===== src/icyd_pkg.sv =====
// ----------------------------------------------------------------------------
// icyd_pkg
// Shared constants, codes and control structs for the ICY metadata demux.
// ----------------------------------------------------------------------------
`default_nettype none

package icyd_pkg;

  // default sizes
  localparam int META_LIMIT_DEF = 1024;
  localparam int TITLE_MAX_DEF  = 64;

  // fixed field widths
  localparam int ITV_W   = 24;
  localparam int BLEFT_W = 12;
  localparam int MATCH_W = 4;
  localparam int PAT_LEN = 13;

  // result kinds
  localparam logic [1:0] KIND_AUDIO = 2'd0;
  localparam logic [1:0] KIND_CHAR  = 2'd1;
  localparam logic [1:0] KIND_DONE  = 2'd2;

  // special characters
  localparam logic [7:0] CH_NUL   = 8'h00;
  localparam logic [7:0] CH_QUOTE = 8'h27;
  localparam logic [7:0] CH_SEMI  = 8'h3B;
  localparam logic [7:0] CH_SPACE = 8'h20;

  // scan unit command word
  typedef struct packed {
    logic       clear;
    logic       scan;
    logic       cont;
    logic       fin;
    logic       trim_dec;
    logic [7:0] data;
  } scan_cmd_t;

  // scan unit status
  typedef struct packed {
    logic found;
    logic stopped;
    logic need_second;
  } scan_stat_t;

  // title pattern StreamTitle='
  function automatic logic [7:0] pat_char(input logic [MATCH_W-1:0] idx);
    logic [7:0] c;
    case (idx)
      4'd0:    c = 8'h53; // S
      4'd1:    c = 8'h74; // t
      4'd2:    c = 8'h72; // r
      4'd3:    c = 8'h65; // e
      4'd4:    c = 8'h61; // a
      4'd5:    c = 8'h6D; // m
      4'd6:    c = 8'h54; // T
      4'd7:    c = 8'h69; // i
      4'd8:    c = 8'h74; // t
      4'd9:    c = 8'h6C; // l
      4'd10:   c = 8'h65; // e
      4'd11:   c = 8'h3D; // =
      4'd12:   c = 8'h27; // quote
      default: c = 8'h00;
    endcase
    return c;
  endfunction

endpackage

`default_nettype wire


===== src/icyd_in_if.sv =====
// ----------------------------------------------------------------------------
// icyd_in_if
// Stream byte channel: valid/ready with command and data byte.
// ----------------------------------------------------------------------------
`default_nettype none

interface icyd_in_if;
  logic       valid;
  logic       ready;
  logic       cmd;
  logic [7:0] data_byte;

  modport source (output valid, output cmd, output data_byte, input ready);
  modport sink   (input valid, input cmd, input data_byte, output ready);
endinterface

`default_nettype wire


===== src/icyd_out_if.sv =====
// ----------------------------------------------------------------------------
// icyd_out_if
// Result channel: valid/ready with kind, value and last flag.
// ----------------------------------------------------------------------------
`default_nettype none

interface icyd_out_if;
  logic       valid;
  logic       ready;
  logic [1:0] kind;
  logic [7:0] value;
  logic       last;

  modport source (output valid, output kind, output value, output last, input ready);
  modport sink   (input valid, input kind, input value, input last, output ready);
endinterface

`default_nettype wire


===== src/icyd_title_ram.sv =====
// ----------------------------------------------------------------------------
// icyd_title_ram
// Title character store: one write port, one registered read port.
// ----------------------------------------------------------------------------
`default_nettype none

module icyd_title_ram #(
  parameter int DEPTH = 63,
  parameter int AW    = 6
) (
  input  wire logic          clk,
  input  wire logic          we,
  input  wire logic [AW-1:0] waddr,
  input  wire logic [7:0]    wdata,
  input  wire logic          re,
  input  wire logic [AW-1:0] raddr,
  output logic      [7:0]    rdata
);

  logic [7:0] mem [DEPTH];

  // write port
  always_ff @(posedge clk) begin
    if (we) begin
      mem[waddr] <= wdata;
    end
  end

  // registered read port
  always_ff @(posedge clk) begin
    if (re) begin
      rdata <= mem[raddr];
    end
  end

endmodule

`default_nettype wire


===== src/icyd_scan.sv =====
// ----------------------------------------------------------------------------
// icyd_scan
// Title scan unit: pattern match, title append with quote handling, trim.
// ----------------------------------------------------------------------------
`default_nettype none

module icyd_scan #(
  parameter int TITLE_MAX = 64,
  parameter int LW        = 6,
  parameter int AW        = 6
) (
  input  wire logic             clk,
  input  wire logic             rst,
  input  wire icyd_pkg::scan_cmd_t cmd,
  output icyd_pkg::scan_stat_t  stat,
  output logic      [LW-1:0]    title_len,
  output logic                  we,
  output logic      [AW-1:0]    waddr,
  output logic      [7:0]       wdata
);
  import icyd_pkg::*;

  localparam logic [LW-1:0] LEN_CAP = LW'(TITLE_MAX - 1);

  logic [MATCH_W-1:0] match_pos, match_pos_next;
  logic               found, found_next;
  logic               quote_pending, quote_pending_next;
  logic               closed, closed_next;
  logic               stopped, stopped_next;
  logic [LW-1:0]      len_next;
  logic [7:0]         held, held_next;
  logic               app_en;
  logic [7:0]         app_char;
  logic               need_second;
  logic [LW-1:0]      len_inc;

  assign len_inc = title_len + 1'b1;

  // decide what this cycle does
  always_comb begin
    match_pos_next     = match_pos;
    found_next         = found;
    quote_pending_next = quote_pending;
    closed_next        = closed;
    stopped_next       = stopped;
    held_next          = held;
    app_en             = 1'b0;
    app_char           = cmd.data;
    need_second        = 1'b0;
    if (cmd.clear) begin
      match_pos_next     = '0;
      found_next         = 1'b0;
      quote_pending_next = 1'b0;
      closed_next        = 1'b0;
      stopped_next       = 1'b0;
    end else if (cmd.scan) begin
      if (cmd.data == CH_NUL) begin
        stopped_next = 1'b1;
      end else if (found) begin
        if (!closed) begin
          if (quote_pending) begin
            quote_pending_next = 1'b0;
            if (cmd.data == CH_SEMI) begin
              closed_next = 1'b1;
            end else begin
              // held quote goes in first, the byte is handled next cycle if room remains
              app_en      = 1'b1;
              app_char    = CH_QUOTE;
              need_second = (len_inc < LEN_CAP);
              held_next   = cmd.data;
            end
          end else if (cmd.data == CH_QUOTE) begin
            quote_pending_next = 1'b1;
          end else begin
            app_en = 1'b1;
          end
        end
      end else begin
        if (match_pos < MATCH_W'(PAT_LEN) && cmd.data == pat_char(match_pos)) begin
          match_pos_next = match_pos + 1'b1;
        end else begin
          match_pos_next = (cmd.data == pat_char('0)) ? MATCH_W'(1) : '0;
        end
        if (match_pos_next >= MATCH_W'(PAT_LEN)) begin
          found_next = 1'b1;
        end
      end
    end else if (cmd.cont) begin
      if (held == CH_QUOTE) begin
        quote_pending_next = 1'b1;
      end else begin
        app_en   = 1'b1;
        app_char = held;
      end
    end else if (cmd.fin) begin
      if (found && quote_pending && !closed) begin
        app_en   = 1'b1;
        app_char = CH_QUOTE;
      end
      quote_pending_next = 1'b0;
    end
  end

  // append and length update
  always_comb begin
    len_next = title_len;
    we       = 1'b0;
    waddr    = title_len[AW-1:0];
    wdata    = app_char;
    if (cmd.clear || (cmd.scan && !found && found_next)) begin
      len_next = '0;
    end else if (app_en) begin
      if (title_len < LEN_CAP) begin
        we       = 1'b1;
        len_next = len_inc;
      end
    end else if (cmd.trim_dec) begin
      len_next = title_len - 1'b1;
    end
  end

  // scan state registers
  always_ff @(posedge clk) begin
    if (rst) begin
      match_pos     <= '0;
      found         <= 1'b0;
      quote_pending <= 1'b0;
      closed        <= 1'b0;
      stopped       <= 1'b0;
      title_len     <= '0;
    end else begin
      match_pos     <= match_pos_next;
      found         <= found_next;
      quote_pending <= quote_pending_next;
      stopped       <= stopped_next;
      title_len     <= len_next;
      closed        <= closed_next || (app_en && len_next >= LEN_CAP);
    end
  end

  // byte held over for the follow-up append in ST_SCAN2
  always_ff @(posedge clk) begin
    held <= held_next;
  end

  assign stat.found       = found;
  assign stat.stopped     = stopped;
  assign stat.need_second = need_second;

endmodule

`default_nettype wire


===== src/icy_metadata_demux_top.sv =====
// ----------------------------------------------------------------------------
// icy_metadata_demux_top
// Splits a stream body into audio bytes and ICY title characters.
// ----------------------------------------------------------------------------
//  channel   dir  handshake     payload
//  stream    in   valid/ready   cmd, data_byte
//  result    out  valid/ready   kind, value, last
//  cfg       in   cfg_we        cfg_data (metadata interval)
//
//  audio, length and most block bytes are taken in the idle state whenever
//  the output register is free; the output register takes a new byte while
//  the previous result is being taken. a block byte whose held quote and own
//  byte both go to the store also passes ST_SCAN2. block end: finish, trim of
//  trailing spaces, title characters, then the marker, plus any output stall.
//  reset is synchronous; the title store needs no clearing.
// ----------------------------------------------------------------------------
`default_nettype none

module icy_metadata_demux_top #(
  parameter int META_LIMIT = icyd_pkg::META_LIMIT_DEF,
  parameter int TITLE_MAX  = icyd_pkg::TITLE_MAX_DEF
) (
  input  wire logic                     clk,
  input  wire logic                     rst,
  input  wire logic                     cfg_we,
  input  wire logic [icyd_pkg::ITV_W-1:0] cfg_data,
  icyd_in_if.sink                       stream,
  icyd_out_if.source                    result
);
  import icyd_pkg::*;

  localparam int PW    = $clog2(META_LIMIT + 1);
  localparam int LW    = $clog2(TITLE_MAX);
  localparam int DEPTH = TITLE_MAX - 1;
  localparam int AW    = (DEPTH > 1) ? $clog2(DEPTH) : 1;
  localparam logic [PW-1:0] POS_SCAN_END = PW'(META_LIMIT - 1);
  localparam logic [PW-1:0] POS_MAX      = PW'(META_LIMIT);

  localparam logic [2:0] ST_IDLE  = 3'd0;
  localparam logic [2:0] ST_SCAN2 = 3'd1;
  localparam logic [2:0] ST_FIN   = 3'd2;
  localparam logic [2:0] ST_TRIM  = 3'd3;
  localparam logic [2:0] ST_TRIMW = 3'd4;
  localparam logic [2:0] ST_EMIT  = 3'd5;
  localparam logic [2:0] ST_EMITW = 3'd6;
  localparam logic [2:0] ST_MARK  = 3'd7;

  logic [2:0]         state, state_next;
  logic [ITV_W-1:0]   interval;
  logic [ITV_W-1:0]   audio_left, audio_left_next;
  logic               in_block, in_block_next;
  logic [BLEFT_W-1:0] block_left, block_left_next;
  logic [PW-1:0]      block_pos, block_pos_next;
  logic               fin_after, fin_after_next;
  logic [LW-1:0]      idx, idx_next;

  logic               ov;
  logic               load;
  logic [1:0]         load_kind;
  logic [7:0]         load_value;
  logic               load_last;
  logic               out_free;
  logic               accept;

  scan_cmd_t          scmd;
  scan_stat_t         sstat;
  logic [LW-1:0]      title_len;
  logic [LW-1:0]      len_m1;
  logic               we;
  logic [AW-1:0]      waddr;
  logic [7:0]         wdata;
  logic               re;
  logic [AW-1:0]      raddr;
  logic [7:0]         rdata;
  logic [BLEFT_W-1:0] left_dec;

  assign out_free     = !ov || result.ready;
  assign stream.ready = (state == ST_IDLE) && out_free;
  assign accept       = stream.valid && stream.ready;
  assign len_m1       = title_len - 1'b1;
  assign left_dec     = (block_left != '0) ? block_left - 1'b1 : block_left;

  // sequencer
  always_comb begin
    state_next      = state;
    audio_left_next = audio_left;
    in_block_next   = in_block;
    block_left_next = block_left;
    block_pos_next  = block_pos;
    fin_after_next  = fin_after;
    idx_next        = idx;
    load            = 1'b0;
    load_kind       = KIND_AUDIO;
    load_value      = stream.data_byte;
    load_last       = 1'b1;
    scmd            = '0;
    scmd.data       = stream.data_byte;
    re              = 1'b0;
    raddr           = idx[AW-1:0];
    case (state)
      ST_IDLE: begin
        if (accept) begin
          if (stream.cmd) begin
            scmd.clear      = 1'b1;
            in_block_next   = 1'b0;
            block_left_next = '0;
            block_pos_next  = '0;
            audio_left_next = interval;
          end else if (interval == '0) begin
            load = 1'b1;
          end else if (in_block) begin
            scmd.scan = (block_pos < POS_SCAN_END) && !sstat.stopped;
            if (block_pos < POS_MAX) begin
              block_pos_next = block_pos + 1'b1;
            end
            block_left_next = left_dec;
            fin_after_next  = (left_dec == '0);
            if (scmd.scan && sstat.need_second) begin
              state_next = ST_SCAN2;
            end else if (left_dec == '0) begin
              state_next = ST_FIN;
            end
          end else if (audio_left != '0) begin
            load            = 1'b1;
            audio_left_next = audio_left - 1'b1;
          end else begin
            // length byte
            scmd.clear     = 1'b1;
            block_pos_next = '0;
            if (stream.data_byte == 8'd0) begin
              in_block_next   = 1'b0;
              block_left_next = '0;
              audio_left_next = interval;
            end else begin
              in_block_next   = 1'b1;
              block_left_next = {stream.data_byte, 4'd0};
            end
          end
        end
      end
      ST_SCAN2: begin
        scmd.cont  = 1'b1;
        state_next = fin_after ? ST_FIN : ST_IDLE;
      end
      ST_FIN: begin
        if (sstat.found) begin
          scmd.fin   = 1'b1;
          state_next = ST_TRIM;
        end else begin
          scmd.clear      = 1'b1;
          in_block_next   = 1'b0;
          block_left_next = '0;
          block_pos_next  = '0;
          audio_left_next = interval;
          state_next      = ST_IDLE;
        end
      end
      ST_TRIM: begin
        if (title_len == '0) begin
          idx_next   = '0;
          state_next = ST_EMIT;
        end else begin
          re         = 1'b1;
          raddr      = len_m1[AW-1:0];
          state_next = ST_TRIMW;
        end
      end
      ST_TRIMW: begin
        if (rdata == CH_SPACE) begin
          scmd.trim_dec = 1'b1;
          state_next    = ST_TRIM;
        end else begin
          idx_next   = '0;
          state_next = ST_EMIT;
        end
      end
      ST_EMIT: begin
        if (idx == title_len) begin
          state_next = ST_MARK;
        end else begin
          re         = 1'b1;
          state_next = ST_EMITW;
        end
      end
      ST_EMITW: begin
        if (out_free) begin
          load       = 1'b1;
          load_kind  = KIND_CHAR;
          load_value = rdata;
          load_last  = 1'b0;
          idx_next   = idx + 1'b1;
          state_next = ST_EMIT;
        end
      end
      ST_MARK: begin
        if (out_free) begin
          load            = 1'b1;
          load_kind       = KIND_DONE;
          load_value      = 8'd0;
          scmd.clear      = 1'b1;
          in_block_next   = 1'b0;
          block_left_next = '0;
          block_pos_next  = '0;
          audio_left_next = interval;
          state_next      = ST_IDLE;
        end
      end
      default: begin
        state_next = ST_IDLE;
      end
    endcase
  end

  // control registers
  always_ff @(posedge clk) begin
    if (rst) begin
      state      <= ST_IDLE;
      interval   <= '0;
      audio_left <= '0;
      in_block   <= 1'b0;
      block_left <= '0;
      block_pos  <= '0;
      fin_after  <= 1'b0;
      idx        <= '0;
      ov         <= 1'b0;
    end else begin
      state      <= state_next;
      audio_left <= audio_left_next;
      in_block   <= in_block_next;
      block_left <= block_left_next;
      block_pos  <= block_pos_next;
      fin_after  <= fin_after_next;
      idx        <= idx_next;
      if (cfg_we) begin
        interval <= cfg_data;
      end
      if (load) begin
        ov <= 1'b1;
      end else if (result.ready) begin
        ov <= 1'b0;
      end
    end
  end

  // output word register
  always_ff @(posedge clk) begin
    if (load) begin
      result.kind  <= load_kind;
      result.value <= load_value;
      result.last  <= load_last;
    end
  end

  assign result.valid = ov;

  icyd_scan #(
    .TITLE_MAX (TITLE_MAX),
    .LW        (LW),
    .AW        (AW)
  ) u_scan (
    .clk       (clk),
    .rst       (rst),
    .cmd       (scmd),
    .stat      (sstat),
    .title_len (title_len),
    .we        (we),
    .waddr     (waddr),
    .wdata     (wdata)
  );

  icyd_title_ram #(
    .DEPTH (DEPTH),
    .AW    (AW)
  ) u_ram (
    .clk   (clk),
    .we    (we),
    .waddr (waddr),
    .wdata (wdata),
    .re    (re),
    .raddr (raddr),
    .rdata (rdata)
  );

endmodule

`default_nettype wire


===== src/flat_wrapper.sv =====
// flat-port wrapper written by rule: the top's interface ports become plain ports
module icy_metadata_demux_top_flat import icyd_pkg::*;
#(
  parameter int META_LIMIT = icyd_pkg::META_LIMIT_DEF,
  parameter int TITLE_MAX  = icyd_pkg::TITLE_MAX_DEF
)
  (clk, rst, cfg_we, cfg_data, stream_valid, stream_cmd, stream_data_byte, stream_ready, result_valid, result_kind, result_value, result_last, result_ready);
  icyd_in_if stream_i ();
  icyd_out_if result_i ();
  input  wire logic clk;
  input  wire logic rst;
  input  wire logic cfg_we;
  input  wire logic [icyd_pkg::ITV_W-1:0] cfg_data;
  input wire logic [$bits(stream_i.valid)-1:0] stream_valid;
  input wire logic [$bits(stream_i.cmd)-1:0] stream_cmd;
  input wire logic [$bits(stream_i.data_byte)-1:0] stream_data_byte;
  output wire logic [$bits(stream_i.ready)-1:0] stream_ready;
  output wire logic [$bits(result_i.valid)-1:0] result_valid;
  output wire logic [$bits(result_i.kind)-1:0] result_kind;
  output wire logic [$bits(result_i.value)-1:0] result_value;
  output wire logic [$bits(result_i.last)-1:0] result_last;
  input wire logic [$bits(result_i.ready)-1:0] result_ready;
  assign stream_i.valid = stream_valid;
  assign stream_i.cmd = stream_cmd;
  assign stream_i.data_byte = stream_data_byte;
  assign stream_ready = stream_i.ready;
  assign result_valid = result_i.valid;
  assign result_kind = result_i.kind;
  assign result_value = result_i.value;
  assign result_last = result_i.last;
  assign result_i.ready = result_ready;
  icy_metadata_demux_top #(.META_LIMIT(META_LIMIT), .TITLE_MAX(TITLE_MAX)) u_core (.clk(clk), .rst(rst), .cfg_we(cfg_we), .cfg_data(cfg_data), .stream(stream_i), .result(result_i));
endmodule

===== config.mk =====
export PLATFORM = sky130hd
export DESIGN_NAME = icy_metadata_demux_top_flat
export DESIGN_NICKNAME = d
export VERILOG_FILES = /design/src/icyd_pkg.sv /design/src/icyd_in_if.sv /design/src/icyd_out_if.sv /design/src/icyd_title_ram.sv /design/src/icyd_scan.sv /design/src/icy_metadata_demux_top.sv /design/src/flat_wrapper.sv
export SDC_FILE = /design/constraint.sdc
export NUM_CORES = 1
export LEC_CHECK = 0
export BUFFER_PORTS_ARGS = -buffer_cell sky130_fd_sc_hd__buf_2
export CAP_MARGIN = 5
export CORE_MARGIN = 2
export CORE_UTILIZATION = 55
export DETAILED_ROUTE_END_ITERATION = 8
export MAX_ROUTING_LAYER = met4
export PLACE_DENSITY = 0.83
export SLEW_MARGIN = 20
export SYNTH_ARGS = -nofsm -noshare
export SYNTH_HDL_FRONTEND = slang
export SYNTH_HIERARCHICAL = 1
export SYNTH_SLANG_ARGS = --single-unit
export TNS_END_PERCENT = 50

===== constraint.sdc =====
create_clock -name clk -period 13.21 [get_ports clk]
set_input_delay 3.963 -clock clk [delete_from_list [all_inputs] [get_ports clk]]
set_output_delay 3.963 -clock clk [all_outputs]
set_load 0.02 [all_outputs]

Word-level counts from Yosys, hierarchy flattened
Memory sizes are Yosys's and may differ from the RTL's. A register that Yosys moved wholly into a read port is not among the register bits. Cells that the tools add are included.

Input port bits: 38. Bits in registers: 116. Bits in writable memories: 504. Bits in read-only memories: 112. Memories: 2. Output and inout bits: 13.

Mux-type cells: 163. $add $sub $neg: 7. Magnitude comparators: 7. Equal/unequal tests: 33. Bitwise operators: 7. Reduce and logical (&&, ||, !) cells: 41.

Memories: u_core.u_ram.mem (depth 63, width 8, rd ports 1, clocked after Yosys merged registers in 1, write ports 1, RTL line icyd_title_ram.sv:20) `logic [7:0] mem [DEPTH];`; (name not given) (depth 16, width 7, rd ports 1, clocked after Yosys merged registers in 1, write ports 0, RTL line icyd_pkg.sv:50) `case (idx)`.

Operator list (number): $mux W24 (8); $mux W8 (17); $mux W12 (9); $mux W11 (8); $mux W1 (80); $pmux W24 S3 (1); $mux W6 (9); $pmux W12 S3 (1); $pmux W11 S3 (1); $eq A8 B6 Y1 const B (4); $mux W4 (7); $reduce_and A7 Y1 (4); $mux W3 (9); $logic_not A24 Y1 (1); $pmux W3 S8 (1); $reduce_bool A24 Y1 (1); $sub A24 B1 Y24 const B (1); $pmux W6 S3 (1); $pmux W8 S2 (1); $reduce_and A5 Y1 (3); $add A6 B1 Y6 const B (2); $eq A3 B3 Y1 const B (4); $logic_not A12 Y1 (1); $lt A6 B6 Y1 const B (2); 38 further kinds (82).

Logic depth before layout (Yosys ltp)
Word-level depth: 28. Depth in mapped cells: 17.

Hierarchy
Netlist, hierarchy kept.

Modules (own cells, without submodules): icyd_title_ram (cells each 951, area each 19924.1 sq um, times used 1); icy_metadata_demux_top (cells each 668, area each 5388.9 sq um, times used 1); icyd_scan (cells each 250, area each 2109.5 sq um, times used 1).

Worst setup path after synthesis
OpenSTA, ideal clock, no wires.

Path kind: in2reg. Start point: input port stream_cmd. End point: memory u_core.u_ram.mem[0][0], data pin. Stages: 10. Setup time: 0.694 ns. Slack: 4.040 ns. Path buffers: 2. Required time: 12.516 ns. Data arrival time: 8.476 ns. Path through: nor4_1 and4_1 o21ai_0 clkbuf_1 nor4_1 clkbuf_1 o21a_1 nand2_1 a21boi_0 o21ai_0.

RTL lines: start, declared (RTL line flat_wrapper.sv:15) `input wire logic [$bits(stream_i.cmd)-1:0] stream_cmd;`; end, declared (RTL line icyd_title_ram.sv:20).

Worst setup path after layout
Start point: input port result_ready. End point: output port stream_ready.

Longest elaborated chain between the ends: 2.

RTL lines: start, declared (RTL line flat_wrapper.sv:22) `input wire logic [$bits(result_i.ready)-1:0] result_ready;`; $logic_or A1 B1 Y1 (RTL line icy_metadata_demux_top.sv:77) `assign out_free = !ov || result.ready;`; $logic_and A1 B1 Y1 (RTL line icy_metadata_demux_top.sv:78) `assign stream.ready = (state == ST_IDLE) && out_free;`; end, declared (RTL line flat_wrapper.sv:17) `output wire logic [$bits(stream_i.ready)-1:0] stream_ready;`.

Every way passes these cells.

==> reports/metrics.cfg <==
[detailed_routing]
drt-total-wl_um = 67500
ant_nets = 0
drc = 0
drtIter0Drc = 2565
viasPerCell = 6.69
dr.pass1.iters = 5
vias = 17400
wl_per_cell_um = 25.9

[critical_path]
slowest_delay_ns = 0.20
reg2reg_setup_slack_ns = 7.50
reg2reg_from = u_core/u_scan/title_len[0]$_SDFF_PP0_
critPathSlowestCell = nand2b_1
startpoint_type = input pin
rr_endpoint = u_core/u_ram/rdata[6]$_DFFE_PP_
crit_fanout = 6
crit_type = in -> out
crit_top_cell = buf_2
reg2regPathDepth = 13
critical_path.endpoint_type = primary output
required_ns = 9.25
cp.arrival_ns = 4.59
cp_cell_sequence = buf_2 > nand2b_1 > and2_1 > buf_2

[layout]
fin_util = 0.620
final_layout_size_suffix_gt1_frac = 0.170
diodes = 0
area_growth_pct = 10.8
nets = 1945

[sta]
finalHoldViolations = 0
fin_crit_sh = 0.648
timing.fmax_ghz = 0.117
worst_slew_pin_slew_ns = 1.06
fin_crit_ns = 8.55
grt_setup_unrepaired = false
max-slew-margin-rel = 0.294
slew_violations = 0
setup_viol = 0
skew_ns = 0.0600
finalSetupTns_ns = 0

[die]
ioPinCount = 51
floorplan.core_area_mm2 = 0.0491
fp-row-count = 81
fp.dieW_um = 227
fp.dieArea_mm2 = 0.0517
start_util = 0.559
die_h_um = 227

[hold_path]
min_to = u_core/block_pos[9]$_SDFFE_PP0P_
hp-start = u_core/block_pos[9]$_SDFFE_PP0P_
hp-class = reg -> reg
holdPathStages = 2

[yosys]
postSynth.asyncResetShare = 0
synth_compound_area_frac = 0.0842
synth_edf_count = 531
seq_area_frac_synth = 0.657
synth_top_family_by_area = multiplexers
avgSynthCellArea_um2 = 14.7
synth-seq-cells = 635
ys_types = 88
synth_flop_cell = edfxtp_1
ys_warn_count = 6
synth_mux_area_frac = 0.118
syn-num-nets = 1923
syn_inst = 1869
synth_xor_area_frac = 0.00958
synthAdderAreaFrac = 0.00730
yosys.area_share.simple = 0.0948
netlist_area_mm2 = 0.0274

[clock_network]
cts.sinks = 635
clk_pin_slew_ns = 0.06
hold_buffers = 0
numCtsBuffers = 60
clock_path_buffers = 3
cts.repair.resized = 0
h-tree-depth = 2
cts_tree = yes
cts_root_buf = clkbuf_16
clock_latency_ns = 0.67
post_cts_buffers = 0

[global_route]
grt_max_degree = 136
grt_pass1_vias = 16800
grt.total_usage = 0.273
grt_pass1_wl_um = 102000
overflow = 0
antenna_found_initial = 0

[run_status]
outcome = finished clean

[place]
portBuffers = 50
gp_congestion = 0.924
place.detailed.hpwl_um = 39100

[pwr]
p_per_area_mw_per_mm2 = 142
leakagePower_nw = 9.68
vdd_ir_drop_max_v = 0.000109

[flow_run]
maxCapViolations = 0

-- cell usage after synthesis (11+ instances only) --
library cell	count	share of area
nand3b_1	11	0.0030
o22ai_1	18	0.0041
a22oi_1	29	0.0079
nor2b_1	22	0.0050
edfxtp_1	531	0.58
mux4_2	100	0.082
buf_4	13	0.0036
ha_1	16	0.0073
or4_1	14	0.0038
nor2_1	173	0.024
o21ai_0	76	0.014
mux4_1	13	0.012
dfxtp_1	104	0.076
nand3_1	42	0.0077
nor4_1	27	0.0062
a211oi_1	21	0.0057
xnor2_1	20	0.0064
buf_2	19	0.0035
clkbuf_1	61	0.0083
a211o_1	12	0.0038
and2_1	13	0.0030
a31oi_1	11	0.0025
a21oi_1	91	0.017
o31ai_1	11	0.0030
nand2_1	64	0.0088
mux2i_1	62	0.023
nor3_1	48	0.0088
nand2b_1	17	0.0039
inv_1	39	0.0053
buf_6	11	0.0045
or3_1	12	0.0027
-- through the flow --
stage | instance area, um2 | total power, mW | hold slack (ns) | worst slack [ns] | instances
floorplan | 27400 | 2.41 | 0.442 | 4.04 | 1869
global route | 30400 | 4.43 | 0.520 | 4.53 | 2604
global placement | 28200 | 2.48 | 0.459 | 4.63 | 2491
CTS | 30300 | 4.33 | 0.487 | 4.65 | 2602
finish | 30400 | 4.32 | 0.492 | 4.66 | 2604
detailed placement | 28200 | 2.49 | 0.477 | 4.45 | 2491
-- flip-flops by register name, indices dropped and copies added, names as in the netlist, named ones only --
register,cells
u_core/audio_left,24
u_core/block_left,12
u_core/block_pos,11
u_core/fin_after,1
u_core/idx,6
u_core/in_block,1
u_core/interval,24
u_core/result.kind,2
u_core/result.last,1
u_core/result.valid,1
u_core/result.value,8
u_core/state,3
u_core/u_ram/mem,504
u_core/u_ram/rdata,8
u_core/u_scan/closed,1
u_core/u_scan/found,1
u_core/u_scan/held,8
u_core/u_scan/match_pos,4
u_core/u_scan/quote_pending,1
u_core/u_scan/stopped,1
u_core/u_scan/title_len,6
-- cells by family (layout without fill, tap and decap cells) --
family	count (synthesis)	in the layout
AOI/OAI and AO/OA	351	351
xor gates and xnor gates	30	30
adders and majority gates	16	16
buffers and inverters	158	229
DFF	635	635
muxes	176	176
and+or+nand+nor	503	503
-- how the worst max path moves through the flow --
| stage | slack (ns) | to | cells past startpoint | startpoint |
|---|---|---|---|---|
| after CTS | 4.65 | stream_ready | 4 | result_ready |
| after floorplan | 4.04 | u_core/u_ram/mem[0][0]$_DFFE_PP_ | 10 | stream_cmd |
| final | 4.66 | stream_ready | 4 | result_ready |
| after global placement | 4.63 | u_core/u_ram/mem[36][1]$_DFFE_PP_ | 15 | stream_cmd |
| after global routing | 4.53 | u_core/u_ram/mem[36][6]$_DFFE_PP_ | 15 | stream_cmd |
| after detailed placement | 4.45 | u_core/u_ram/mem[61][2]$_DFFE_PP_ | 15 | stream_cmd |
-- cell usage in the layout, fill, tap and decap left out, types with 12 or more instances in the layout --
cell | netlist | layout
a211o_1 | 12 | 12
inv_1 | 39 | 39
bufinv_16 | 0 | 13
buf_4 | 13 | 26
nand2b_1 | 17 | 17
o22ai_1 | 18 | 17
nor3_1 | 48 | 45
and2_1 | 13 | 13
edfxtp_1 | 531 | 531
nor2b_1 | 22 | 22
dfxtp_1 | 104 | 104
nor4_1 | 27 | 27
nand3_1 | 42 | 42
mux4_2 | 100 | 100
a22oi_1 | 29 | 29
a211oi_1 | 21 | 20
ha_1 | 16 | 16
a21oi_1 | 91 | 87
nand2_1 | 64 | 64
nor2_1 | 173 | 173
or4_1 | 14 | 14
xnor2_1 | 20 | 20
mux2i_1 | 62 | 62
clkinv_1 | 0 | 13
buf_2 | 19 | 50
or3_1 | 12 | 12
o21ai_0 | 76 | 71
mux4_1 | 13 | 13
clkbuf_16 | 0 | 60
-- layer usage --
metal,GRT usage,part of all wire,vias up
li1,-,-,7395
met1,0.359,0.37,8579
met2,0.421,0.47,1209
met3,0.0520,0.11,232
met4,0.116,0.046,0
met5,-,0,-
-- where the power goes --
| part | leakage (nW) | internal (mW) | total, mW | switching, mW |
|---|---|---|---|---|
| clock | 1.03 | 1.10 | 1.87 | 0.770 |
| sequential | 5.62 | 2.19 | 2.21 | 0.0217 |
| combinational | 3.04 | 0.0761 | 0.236 | 0.160 |
| total | 9.68 | 3.36 | 4.32 | 0.952 |
-- worst max-delay path: cells and delay by family --
family                 cells  cell delay [ns]
and+or+nand+nor            2             0.37
buffers and inverters      2             0.25
-- cell type report --
cell class                 count  area (um2)
fill                        3357       18700
sequential                   635       18000
multi-input combinational   1076        8730
clock buffer                  66        1530
tap                          664         831
clock inverter                45         622
timing repair buffer          78         493
inverter                      40         150
(Power assumes the default switching activity.)
